File: config.mk
export PLATFORM = sky130hd
export DESIGN_NAME = brace_record_deframer
export DESIGN_NICKNAME = d
export VERILOG_FILES = /design/src/rtl/bfd_pkg.sv /design/src/rtl/brace_record_deframer.sv /design/src/rtl/bfd_ram.sv /design/src/rtl/bfd_ctrl.sv /design/src/rtl/bfd_dp.sv
export VERILOG_INCLUDE_DIRS = /design/src /design/src/rtl
export SDC_FILE = /design/constraint.sdc
export NUM_CORES = 1
export LEC_CHECK = 0
export BUFFER_PORTS_ARGS = -buffer_cell sky130_fd_sc_hd__buf_2
export CAP_MARGIN = 20
export CORE_AREA = 10 10 163 165
export CTS_CLUSTER_DIAMETER = 100
export CTS_CLUSTER_SIZE = 14
export DETAILED_ROUTE_END_ITERATION = 7
export DIE_AREA = 0 0 173 175
export PLACE_DENSITY = 0.74
export SYNTH_ARGS = -nofsm -noshare
export SYNTH_HDL_FRONTEND = slang
export SYNTH_HIERARCHICAL = 1
export SYNTH_SLANG_ARGS = --single-unit
File: constraint.sdc
create_clock -name clk -period 9.5 [get_ports clk]
set_input_delay 0.95 -clock clk [delete_from_list [all_inputs] [get_ports clk]]
set_output_delay 0.95 -clock clk [all_outputs]
set_load 0.005 [all_outputs]
File: src/rtl/assert_macros.svh
// Assertion helpers shared by the deframer RTL.
`ifndef ASSERT_MACROS_SVH
`define ASSERT_MACROS_SVH

// ante implies cons in the same cycle
`define BFD_ASSERT_IMP(lbl, clk_s, rst_s, ante, cons, msg) \
    lbl: assert property (@(posedge clk_s) disable iff (!rst_s) (ante) |-> (cons)) \
        else $error(msg);

// ante implies cons in the next cycle
`define BFD_ASSERT_NXT(lbl, clk_s, rst_s, ante, cons, msg) \
    lbl: assert property (@(posedge clk_s) disable iff (!rst_s) (ante) |=> (cons)) \
        else $error(msg);

// cond must never hold
`define BFD_ASSERT_NEVER(lbl, clk_s, rst_s, cond, msg) \
    lbl: assert property (@(posedge clk_s) disable iff (!rst_s) !(cond)) \
        else $error(msg);

`endif

File: src/rtl/bfd_pkg.sv
package bfd_pkg;

    // result kinds
    typedef enum logic [2:0] {
        KIND_ECHO  = 3'd0,
        KIND_ERROR = 3'd1,
        KIND_OBJ   = 3'd2,
        KIND_VAL   = 3'd3,
        KIND_END   = 3'd4
    } kind_t;

    // parser phase
    typedef enum logic [1:0] {
        PH_IDLE   = 2'd0,
        PH_OBJECT = 2'd1,
        PH_VALUE  = 2'd2
    } phase_t;

    // parser state update applied by the datapath
    typedef enum logic [1:0] {
        UPD_NONE,
        UPD_BYTE,
        UPD_IDLE,
        UPD_RELEASE
    } upd_t;

    // release index control
    typedef enum logic [1:0] {
        IDX_HOLD,
        IDX_CLEAR,
        IDX_STEP
    } idx_op_t;

    localparam logic [7:0] CH_PRINT_LO = 8'h21;
    localparam logic [7:0] CH_PRINT_HI = 8'h7E;
    localparam logic [7:0] CH_ERR      = 8'h3F;  // '?'
    localparam logic [7:0] CH_OPEN     = 8'h7B;  // '{'
    localparam logic [7:0] CH_CLOSE    = 8'h7D;  // '}'
    localparam logic [7:0] CH_COLON    = 8'h3A;  // ':'
    localparam logic [7:0] CH_COMMA    = 8'h2C;  // ','

    typedef struct packed {
        logic    take;     // input side open
        logic    accept;   // input transaction this cycle
        logic    fire;     // load output register
        kind_t   kind;
        logic    last;
        upd_t    upd;
        idx_op_t idx_op;
    } ctrl_cmd_t;

    typedef struct packed {
        logic slot_free;   // output register empty or draining
        logic is_err;      // held byte gives an error marker
        logic is_release;  // held byte closes a record
        logic obj_zero;    // no object characters to release
        logic val_zero;    // no value characters to release
        logic obj_done;    // index at last object character
        logic val_done;    // index at last value character
    } ctrl_sts_t;

endpackage

File: src/rtl/brace_record_deframer.sv
// Brace record deframer. Takes one received byte per input transaction and
// answers with a burst of result transactions: always an echo of the byte
// first, then possibly an error marker ('?'), or, when a comma or closing
// brace ends a value, the buffered object characters, the buffered value
// characters and a record-end item carrying the overflow flag. The final
// result of each byte has last set. After a byte is taken, its results leave
// at one per cycle while the output is not stalled, all through the single
// output register that the controller loads. The next byte is taken only
// after the last result of the current one has been loaded. Each of the two
// character stores is a MAX_CHARS-deep RAM with registered read; entries are
// only read back after being written in the same record, so no clearing
// pass is needed after reset. Characters beyond MAX_CHARS in one field are
// dropped and reported on the record end.
module brace_record_deframer #(
    parameter int MAX_CHARS = 15
) (
    input  logic       clk,
    input  logic       rst_n,
    // byte input channel
    input  logic       in_valid,
    output logic       in_stall,
    input  logic [7:0] rx_byte,
    // result output channel
    output logic       out_valid,
    input  logic       out_stall,
    output logic [2:0] kind,
    output logic [7:0] data,
    output logic       overflow,
    output logic       last
);
    import bfd_pkg::*;

    ctrl_cmd_t cmd;
    ctrl_sts_t sts;

    // Controller: sequences echo, error, release and record end.
    bfd_ctrl u_ctrl (
        .clk      (clk),
        .rst_n    (rst_n),
        .in_valid (in_valid),
        .sts      (sts),
        .cmd      (cmd)
    );

    // Datapath: parser state, character stores and output register.
    bfd_dp #(
        .MAX_CHARS (MAX_CHARS)
    ) u_dp (
        .clk       (clk),
        .rst_n     (rst_n),
        .cmd       (cmd),
        .sts       (sts),
        .rx_byte   (rx_byte),
        .out_valid (out_valid),
        .out_stall (out_stall),
        .kind      (kind),
        .data      (data),
        .overflow  (overflow),
        .last      (last)
    );

    // input side is open only while the controller waits for a byte
    assign in_stall = !cmd.take;

endmodule

File: src/rtl/bfd_ram.sv
module bfd_ram #(
    parameter int WIDTH = 8,
    parameter int DEPTH = 15
) (
    input  logic                     clk,
    input  logic                     we,
    input  logic [$clog2(DEPTH)-1:0] waddr,
    input  logic [WIDTH-1:0]         wdata,
    input  logic [$clog2(DEPTH)-1:0] raddr,
    output logic [WIDTH-1:0]         rdata
);

    logic [WIDTH-1:0] mem [DEPTH];

    always_ff @(posedge clk)
    begin
        if (we)
        begin
            mem[waddr] <= wdata;
        end
        rdata <= mem[raddr];
    end

endmodule

File: src/rtl/bfd_ctrl.sv
`include "assert_macros.svh"

module bfd_ctrl (
    input  logic                clk,
    input  logic                rst_n,
    input  logic                in_valid,
    input  bfd_pkg::ctrl_sts_t  sts,
    output bfd_pkg::ctrl_cmd_t  cmd
);
    import bfd_pkg::*;

    typedef enum logic [2:0] {
        ST_WAIT,
        ST_ECHO,
        ST_ERR,
        ST_OBJ,
        ST_VAL,
        ST_END
    } state_t;

    state_t state_reg;
    state_t state_next;

    always_comb
    begin
        state_next  = state_reg;
        cmd.take    = 1'b0;
        cmd.accept  = 1'b0;
        cmd.fire    = 1'b0;
        cmd.kind    = KIND_ECHO;
        cmd.last    = 1'b0;
        cmd.upd     = UPD_NONE;
        cmd.idx_op  = IDX_HOLD;
        unique case (state_reg)
            ST_WAIT:
            begin
                cmd.take   = 1'b1;
                cmd.accept = in_valid;
                if (in_valid)
                begin
                    state_next = ST_ECHO;
                end
            end
            ST_ECHO:
            begin
                cmd.kind = KIND_ECHO;
                cmd.last = !(sts.is_err || sts.is_release);
                cmd.fire = sts.slot_free;
                if (sts.slot_free)
                begin
                    if (sts.is_err)
                    begin
                        state_next = ST_ERR;
                    end
                    else if (sts.is_release)
                    begin
                        cmd.idx_op = IDX_CLEAR;
                        if (!sts.obj_zero)
                        begin
                            state_next = ST_OBJ;
                        end
                        else if (!sts.val_zero)
                        begin
                            state_next = ST_VAL;
                        end
                        else
                        begin
                            state_next = ST_END;
                        end
                    end
                    else
                    begin
                        cmd.upd    = UPD_BYTE;
                        state_next = ST_WAIT;
                    end
                end
            end
            ST_ERR:
            begin
                cmd.kind = KIND_ERROR;
                cmd.last = 1'b1;
                cmd.fire = sts.slot_free;
                if (sts.slot_free)
                begin
                    cmd.upd    = UPD_IDLE;
                    state_next = ST_WAIT;
                end
            end
            ST_OBJ:
            begin
                cmd.kind = KIND_OBJ;
                cmd.fire = sts.slot_free;
                if (sts.slot_free)
                begin
                    if (sts.obj_done)
                    begin
                        cmd.idx_op = IDX_CLEAR;
                        state_next = sts.val_zero ? ST_END : ST_VAL;
                    end
                    else
                    begin
                        cmd.idx_op = IDX_STEP;
                    end
                end
            end
            ST_VAL:
            begin
                cmd.kind = KIND_VAL;
                cmd.fire = sts.slot_free;
                if (sts.slot_free)
                begin
                    if (sts.val_done)
                    begin
                        cmd.idx_op = IDX_CLEAR;
                        state_next = ST_END;
                    end
                    else
                    begin
                        cmd.idx_op = IDX_STEP;
                    end
                end
            end
            ST_END:
            begin
                cmd.kind = KIND_END;
                cmd.last = 1'b1;
                cmd.fire = sts.slot_free;
                if (sts.slot_free)
                begin
                    cmd.upd    = UPD_RELEASE;
                    state_next = ST_WAIT;
                end
            end
            default:
            begin
                state_next = ST_WAIT;
            end
        endcase
    end

    always_ff @(posedge clk or negedge rst_n)
    begin
        if (!rst_n)
        begin
            state_reg <= ST_WAIT;
        end
        else
        begin
            state_reg <= state_next;
        end
    end

    // a new byte is never taken while a result is being produced
    `BFD_ASSERT_NEVER(a_no_accept_on_fire, clk, rst_n, cmd.accept && cmd.fire,
        "byte accepted while emitting")
    // the final result of a byte reopens the input side
    `BFD_ASSERT_NXT(a_last_reopens, clk, rst_n, cmd.fire && cmd.last,
        state_reg == ST_WAIT, "input not reopened after last result")

endmodule

File: src/rtl/bfd_dp.sv
`include "assert_macros.svh"

module bfd_dp #(
    parameter int MAX_CHARS = 15
) (
    input  logic               clk,
    input  logic               rst_n,
    input  bfd_pkg::ctrl_cmd_t cmd,
    output bfd_pkg::ctrl_sts_t sts,
    input  logic [7:0]         rx_byte,
    output logic               out_valid,
    input  logic               out_stall,
    output logic [2:0]         kind,
    output logic [7:0]         data,
    output logic               overflow,
    output logic               last
);
    import bfd_pkg::*;

    localparam int AW = $clog2(MAX_CHARS);
    localparam int CW = $clog2(MAX_CHARS + 1);
    localparam logic [CW-1:0] MAX_CNT = CW'(MAX_CHARS);

    // parser state
    phase_t          phase_reg;
    phase_t          phase_next;
    logic [CW-1:0]   cnt_reg;
    logic [CW-1:0]   cnt_next;
    logic [CW-1:0]   obj_len_reg;
    logic [CW-1:0]   obj_len_next;
    logic            ovf_seen_reg;
    logic            ovf_seen_next;
    logic [7:0]      byte_reg;

    // release index
    logic [CW-1:0]   idx_reg;
    logic [CW-1:0]   idx_next;

    // output register
    logic            out_valid_reg;
    kind_t           kind_reg;
    logic [7:0]      data_reg;
    logic            ovf_reg;
    logic            last_reg;
    logic [7:0]      data_sel;

    // stores
    logic            obj_we;
    logic            val_we;
    logic [7:0]      obj_rdata;
    logic [7:0]      val_rdata;

    logic            is_print;
    logic            is_sep;
    logic [CW:0]     idx_inc;

    assign is_print = (byte_reg >= CH_PRINT_LO) && (byte_reg <= CH_PRINT_HI);
    assign is_sep   = (byte_reg == CH_COMMA) || (byte_reg == CH_CLOSE);
    assign idx_inc  = {1'b0, idx_reg} + 1'b1;

    always_comb
    begin
        sts.slot_free  = !out_valid_reg || !out_stall;
        sts.is_err     = !is_print || (is_sep && phase_reg == PH_OBJECT);
        sts.is_release = is_print && is_sep && phase_reg == PH_VALUE;
        sts.obj_zero   = obj_len_reg == '0;
        sts.val_zero   = cnt_reg == '0;
        sts.obj_done   = idx_inc == {1'b0, obj_len_reg};
        sts.val_done   = idx_inc == {1'b0, cnt_reg};
    end

    // plain characters go to the store of the current phase
    always_comb
    begin
        phase_next    = phase_reg;
        cnt_next      = cnt_reg;
        obj_len_next  = obj_len_reg;
        ovf_seen_next = ovf_seen_reg;
        obj_we        = 1'b0;
        val_we        = 1'b0;
        unique case (cmd.upd)
            UPD_NONE:
            begin
            end
            UPD_BYTE:
            begin
                if (byte_reg == CH_OPEN)
                begin
                    if (phase_reg == PH_IDLE)
                    begin
                        phase_next    = PH_OBJECT;
                        cnt_next      = '0;
                        ovf_seen_next = 1'b0;
                    end
                end
                else if (byte_reg == CH_COLON)
                begin
                    if (phase_reg == PH_OBJECT)
                    begin
                        obj_len_next = cnt_reg;
                        phase_next   = PH_VALUE;
                        cnt_next     = '0;
                    end
                end
                else if (!is_sep && phase_reg != PH_IDLE)
                begin
                    if (cnt_reg < MAX_CNT)
                    begin
                        obj_we   = phase_reg == PH_OBJECT;
                        val_we   = phase_reg == PH_VALUE;
                        cnt_next = cnt_reg + 1'b1;
                    end
                    else
                    begin
                        ovf_seen_next = 1'b1;
                    end
                end
            end
            UPD_IDLE:
            begin
                phase_next    = PH_IDLE;
                cnt_next      = '0;
                ovf_seen_next = 1'b0;
            end
            UPD_RELEASE:
            begin
                phase_next    = (byte_reg == CH_COMMA) ? PH_OBJECT : PH_IDLE;
                cnt_next      = '0;
                ovf_seen_next = 1'b0;
            end
            default:
            begin
            end
        endcase
    end

    // read address runs one ahead so the store output matches idx_reg
    always_comb
    begin
        unique case (cmd.idx_op)
            IDX_HOLD:  idx_next = idx_reg;
            IDX_CLEAR: idx_next = '0;
            IDX_STEP:  idx_next = idx_inc[CW-1:0];
            default:   idx_next = idx_reg;
        endcase
    end

    always_comb
    begin
        unique case (cmd.kind)
            KIND_ECHO:  data_sel = byte_reg;
            KIND_ERROR: data_sel = CH_ERR;
            KIND_OBJ:   data_sel = obj_rdata;
            KIND_VAL:   data_sel = val_rdata;
            KIND_END:   data_sel = 8'h00;
            default:    data_sel = 8'h00;
        endcase
    end

    bfd_ram #(
        .WIDTH (8),
        .DEPTH (MAX_CHARS)
    ) u_obj_ram (
        .clk   (clk),
        .we    (obj_we),
        .waddr (cnt_reg[AW-1:0]),
        .wdata (byte_reg),
        .raddr (idx_next[AW-1:0]),
        .rdata (obj_rdata)
    );

    bfd_ram #(
        .WIDTH (8),
        .DEPTH (MAX_CHARS)
    ) u_val_ram (
        .clk   (clk),
        .we    (val_we),
        .waddr (cnt_reg[AW-1:0]),
        .wdata (byte_reg),
        .raddr (idx_next[AW-1:0]),
        .rdata (val_rdata)
    );

    always_ff @(posedge clk or negedge rst_n)
    begin
        if (!rst_n)
        begin
            phase_reg     <= PH_IDLE;
            cnt_reg       <= '0;
            obj_len_reg   <= '0;
            ovf_seen_reg  <= 1'b0;
            idx_reg       <= '0;
            out_valid_reg <= 1'b0;
        end
        else
        begin
            phase_reg    <= phase_next;
            cnt_reg      <= cnt_next;
            obj_len_reg  <= obj_len_next;
            ovf_seen_reg <= ovf_seen_next;
            idx_reg      <= idx_next;
            if (cmd.fire)
            begin
                out_valid_reg <= 1'b1;
            end
            else if (!out_stall)
            begin
                out_valid_reg <= 1'b0;
            end
        end
    end

    always_ff @(posedge clk)
    begin
        if (cmd.accept)
        begin
            byte_reg <= rx_byte;
        end
        if (cmd.fire)
        begin
            kind_reg <= cmd.kind;
            data_reg <= data_sel;
            ovf_reg  <= (cmd.kind == KIND_END) ? ovf_seen_reg : 1'b0;
            last_reg <= cmd.last;
        end
    end

    assign out_valid = out_valid_reg;
    assign kind      = kind_reg;
    assign data      = data_reg;
    assign overflow  = ovf_reg;
    assign last      = last_reg;

    `BFD_ASSERT_IMP(a_cnt_range, clk, rst_n, 1'b1, cnt_reg <= MAX_CNT,
        "character count beyond store size")
    `BFD_ASSERT_IMP(a_end_is_last, clk, rst_n, out_valid_reg && kind_reg == KIND_END,
        last_reg, "record end not marked last")

endmodule

==> impl_metrics.json <==
{
  "critPathRequiredTime_ns": 9.92,
  "end_kind": "flip-flop",
  "yosys-top-cells-count": "261 x edfxtp_1, 50 x nor2_1, 30 x nand2_1",
  "htree_levels": 1,
  "syn_inst": 690,
  "synth_top_cell_area_share_pct": 64.4,
  "slowest_delay_ns": 0.72,
  "worstPathMaxFanout": 33,
  "worst_pin_slew_ns": 0.982,
  "drt-initial-drc-count": 656,
  "port_buffers": 26,
  "finalNonFillerCells": 1069,
  "dpl.hpwl_microns": 15100,
  "cts_made_buffers": 25,
  "die_area_sq_mm": 0.0303,
  "final_area_sq_mm": 0.0133,
  "post-place-ws_ns": 4.17,
  "antenna_cells": 0,
  "yosysMostFrequentCell": "edfxtp_1",
  "post-route-drc-count": 0,
  "clockBufferDepth": 3,
  "cts_root_buf": "clkbuf_16",
  "cp-start-kind": "flip-flop",
  "io_pins": 27,
  "cts_tree": "done",
  "grt_pass1_vias": 6395,
  "cts_resized": 0,
  "rows": 56,
  "crit_buf_inv": 1,
  "relSlewSlack_pct": 34.6,
  "ctsHoldBuffers": 0,
  "initial_core_util_pct": 52.3,
  "syn_area_sq_mm": 0.0122,
  "drive_gt1_share_pct": 17.1,
  "die_x_microns": 173,
  "synth_warnings": 6,
  "die_h_microns": 175,
  "clkSinkCount": 296,
  "placed_cell_area_sq_mm": 0.0126,
  "finalSetupViolCount": 0,
  "syn_nets": 706,
  "cp_common_cell": "ha_1",
  "core_area_sq_mm": 0.0233,
  "path_cells": "ha_1 > nand2b_1 > mux2i_1 > a21oi_1 > nor4_1 > and2b_2 > a2bb2oi_1 > nor2_1 > ha_1 > nor2b_1 > mux2_4 > buf_4 > mux4_1 > a22o_1 > a221o_1",
  "final.setup_skew_ns": 0.0217,
  "synth_seq_cells": 296,
  "wl_per_cell_microns": 22.7,
  "drv_cap": 0,
  "clk_pin_slew_ns": 0.07,
  "powerDensity_mw_per_mm2": 252,
  "synth_area_leaders": "edfxtp_1 64%, mux4_1 5.2%, mux4_2 4.4%",
  "synth_ff_type": "edfxtp_1",
  "grt_use_total_pct": 15.5,
  "syn_to_final_growth_pct": 9.53,
  "rsz0062_at_grt": "false",
  "dr.pass1.iters": 5,
  "finalNetCount": 747,
  "synth_top_area_cell": "edfxtp_1",
  "final_antenna_net_count": 0,
  "ir_drop_v": 0.000150,
  "cts_setup_buffers": 0,
  "tns_ns": 0,
  "critPathArrivalTime_ns": 5.82,
  "cpMaxStageDelayCell": "mux4_1",
  "top_regs": "u_dp/u_obj_ram/mem (120), u_dp/u_val_ram/mem (120)",
  "syn_avg_cell_area_sq_um": 17.6,
  "grt_start_max_net_pins": 82,
  "routabilityCongestion": 0.901,
  "fmaxAchievable_mhz": 185,
  "vias": 6496,
  "path_delay_family": "multiplexers",
  "grt_pass1_wl_microns": 37700,
  "drv_slew": 0,
  "outcome": "complete, no violations",
  "path_class": "reg2reg",
  "dp.cells": 1022,
  "worst_skew_pair.late_latency_ns": 0.53,
  "antenna_found_initial": 0,
  "grt_overflow": 0,
  "routed_wl_microns": 24300,
  "fin_crit_sh_pct": 56.8,
  "async_flop_share_pct": 6.42,
  "fin_ws_ns": 4.10,
  "synth_edf_count": 261,
  "yosysSeqAreaShare_pct": 70.9,
  "synth.distinct_cells": 71,
  "hp-class": "in2async",
  "min_period_ns": 5.40,
  "viasPerCell": 6.08,
  "p_total_w": 0.00335,
  "hold_viol": 0,
  "power_leakage_nw": 4.41
}
==> stage by stage <==
stage / hold WS, ns / util [%]
after floorplan: 0.499 / -
after global placement: 0.531 / 54.1
after detailed placement: 0.551 / 54.2
after CTS: 0.350 / 57.3
after global routing: 0.372 / 57.3
final: 0.356 / 57.3
==> worst paths after layout <==
kind / cells after the start / endpoint / startpoint / slack [ns]
min reg2reg: 1 / u_dp/obj_len_reg[3] / u_dp/obj_len_reg[3] / 0.58
min: 1 / u_dp/ovf_seen_reg / rst_n / 0.36
max reg2reg: 15 / u_dp/u_obj_ram/rdata[3] / u_dp/idx_reg[0] / 4.10
max in group asynchronous: 1 / u_dp/cnt_reg[3] / rst_n / 8.81
max: 15 / u_dp/u_obj_ram/rdata[3] / u_dp/idx_reg[0] / 4.10
min in group clk: 1 / u_dp/obj_len_reg[3] / u_dp/obj_len_reg[3] / 0.58
==> kinds of logic (layout without fill, tap and decap cells) <==
group | after synthesis | count (layout) | synth area share [%]
compound gates | 97 | 97 | 6.16
simple gates | 161 | 161 | 6.88
xor+xnor | 9 | 9 | 0.648
flops | 296 | 296 | 70.9
mux | 83 | 83 | 12.8
buf+inv | 40 | 100 | 2.22
fa+ha+maj | 4 | 4 | 0.411
==> worst register-to-register path: stages, from the launching register on <==
cell and delay (ns):
dfrtp_1 0.49, ha_1 0.37, nand2b_1 0.14, mux2i_1 0.18
a21oi_1 0.10, nor4_1 0.34, and2b_2 0.26, a2bb2oi_1 0.25
nor2_1 0.07, ha_1 0.35, nor2b_1 0.24, mux2_4 0.61
buf_4 0.67, mux4_1 0.76, a22o_1 0.22, a221o_1 0.25
==> routing by layer <==
metal	up-vias	track usage, %	wire length (microns)
li1	2861	-	-
met1	3310	22.3	10800
met2	282	24.5	11300
met3	43	1.98	1610
met4	0	4.35	540
met5	-	0	0
==> placed cells by master, fill, tap and decap left out, types with 17 or more instances in the layout <==
master	n
a221o_1	17
mux2i_1	21
clkbuf_1	19
clkbuf_16	25
edfxtp_1	261
mux4_2	24
buf_2	29
nor3_1	17
nand2_1	30
a22o_1	17
dfrtp_1	19
mux4_1	24
nor2_1	50
==> cell type report <==
cell class	count	area (sq um)
fillers	1732	9930
flip-flops and latches	296	8630
multi-input cells	354	3280
clock buffers	44	697
well taps	319	399
repair buffers	45	265
inverters	9	33.8
clock inverters	2	25.0
==> power breakdown <==
group | internal, W | switching (W)
Combinational | 0.000330 | 0.000435
Sequential | 0.00156 | 0.0000941
Clock | 0.000498 | 0.000432
Power figures use the tool's default switching activity.
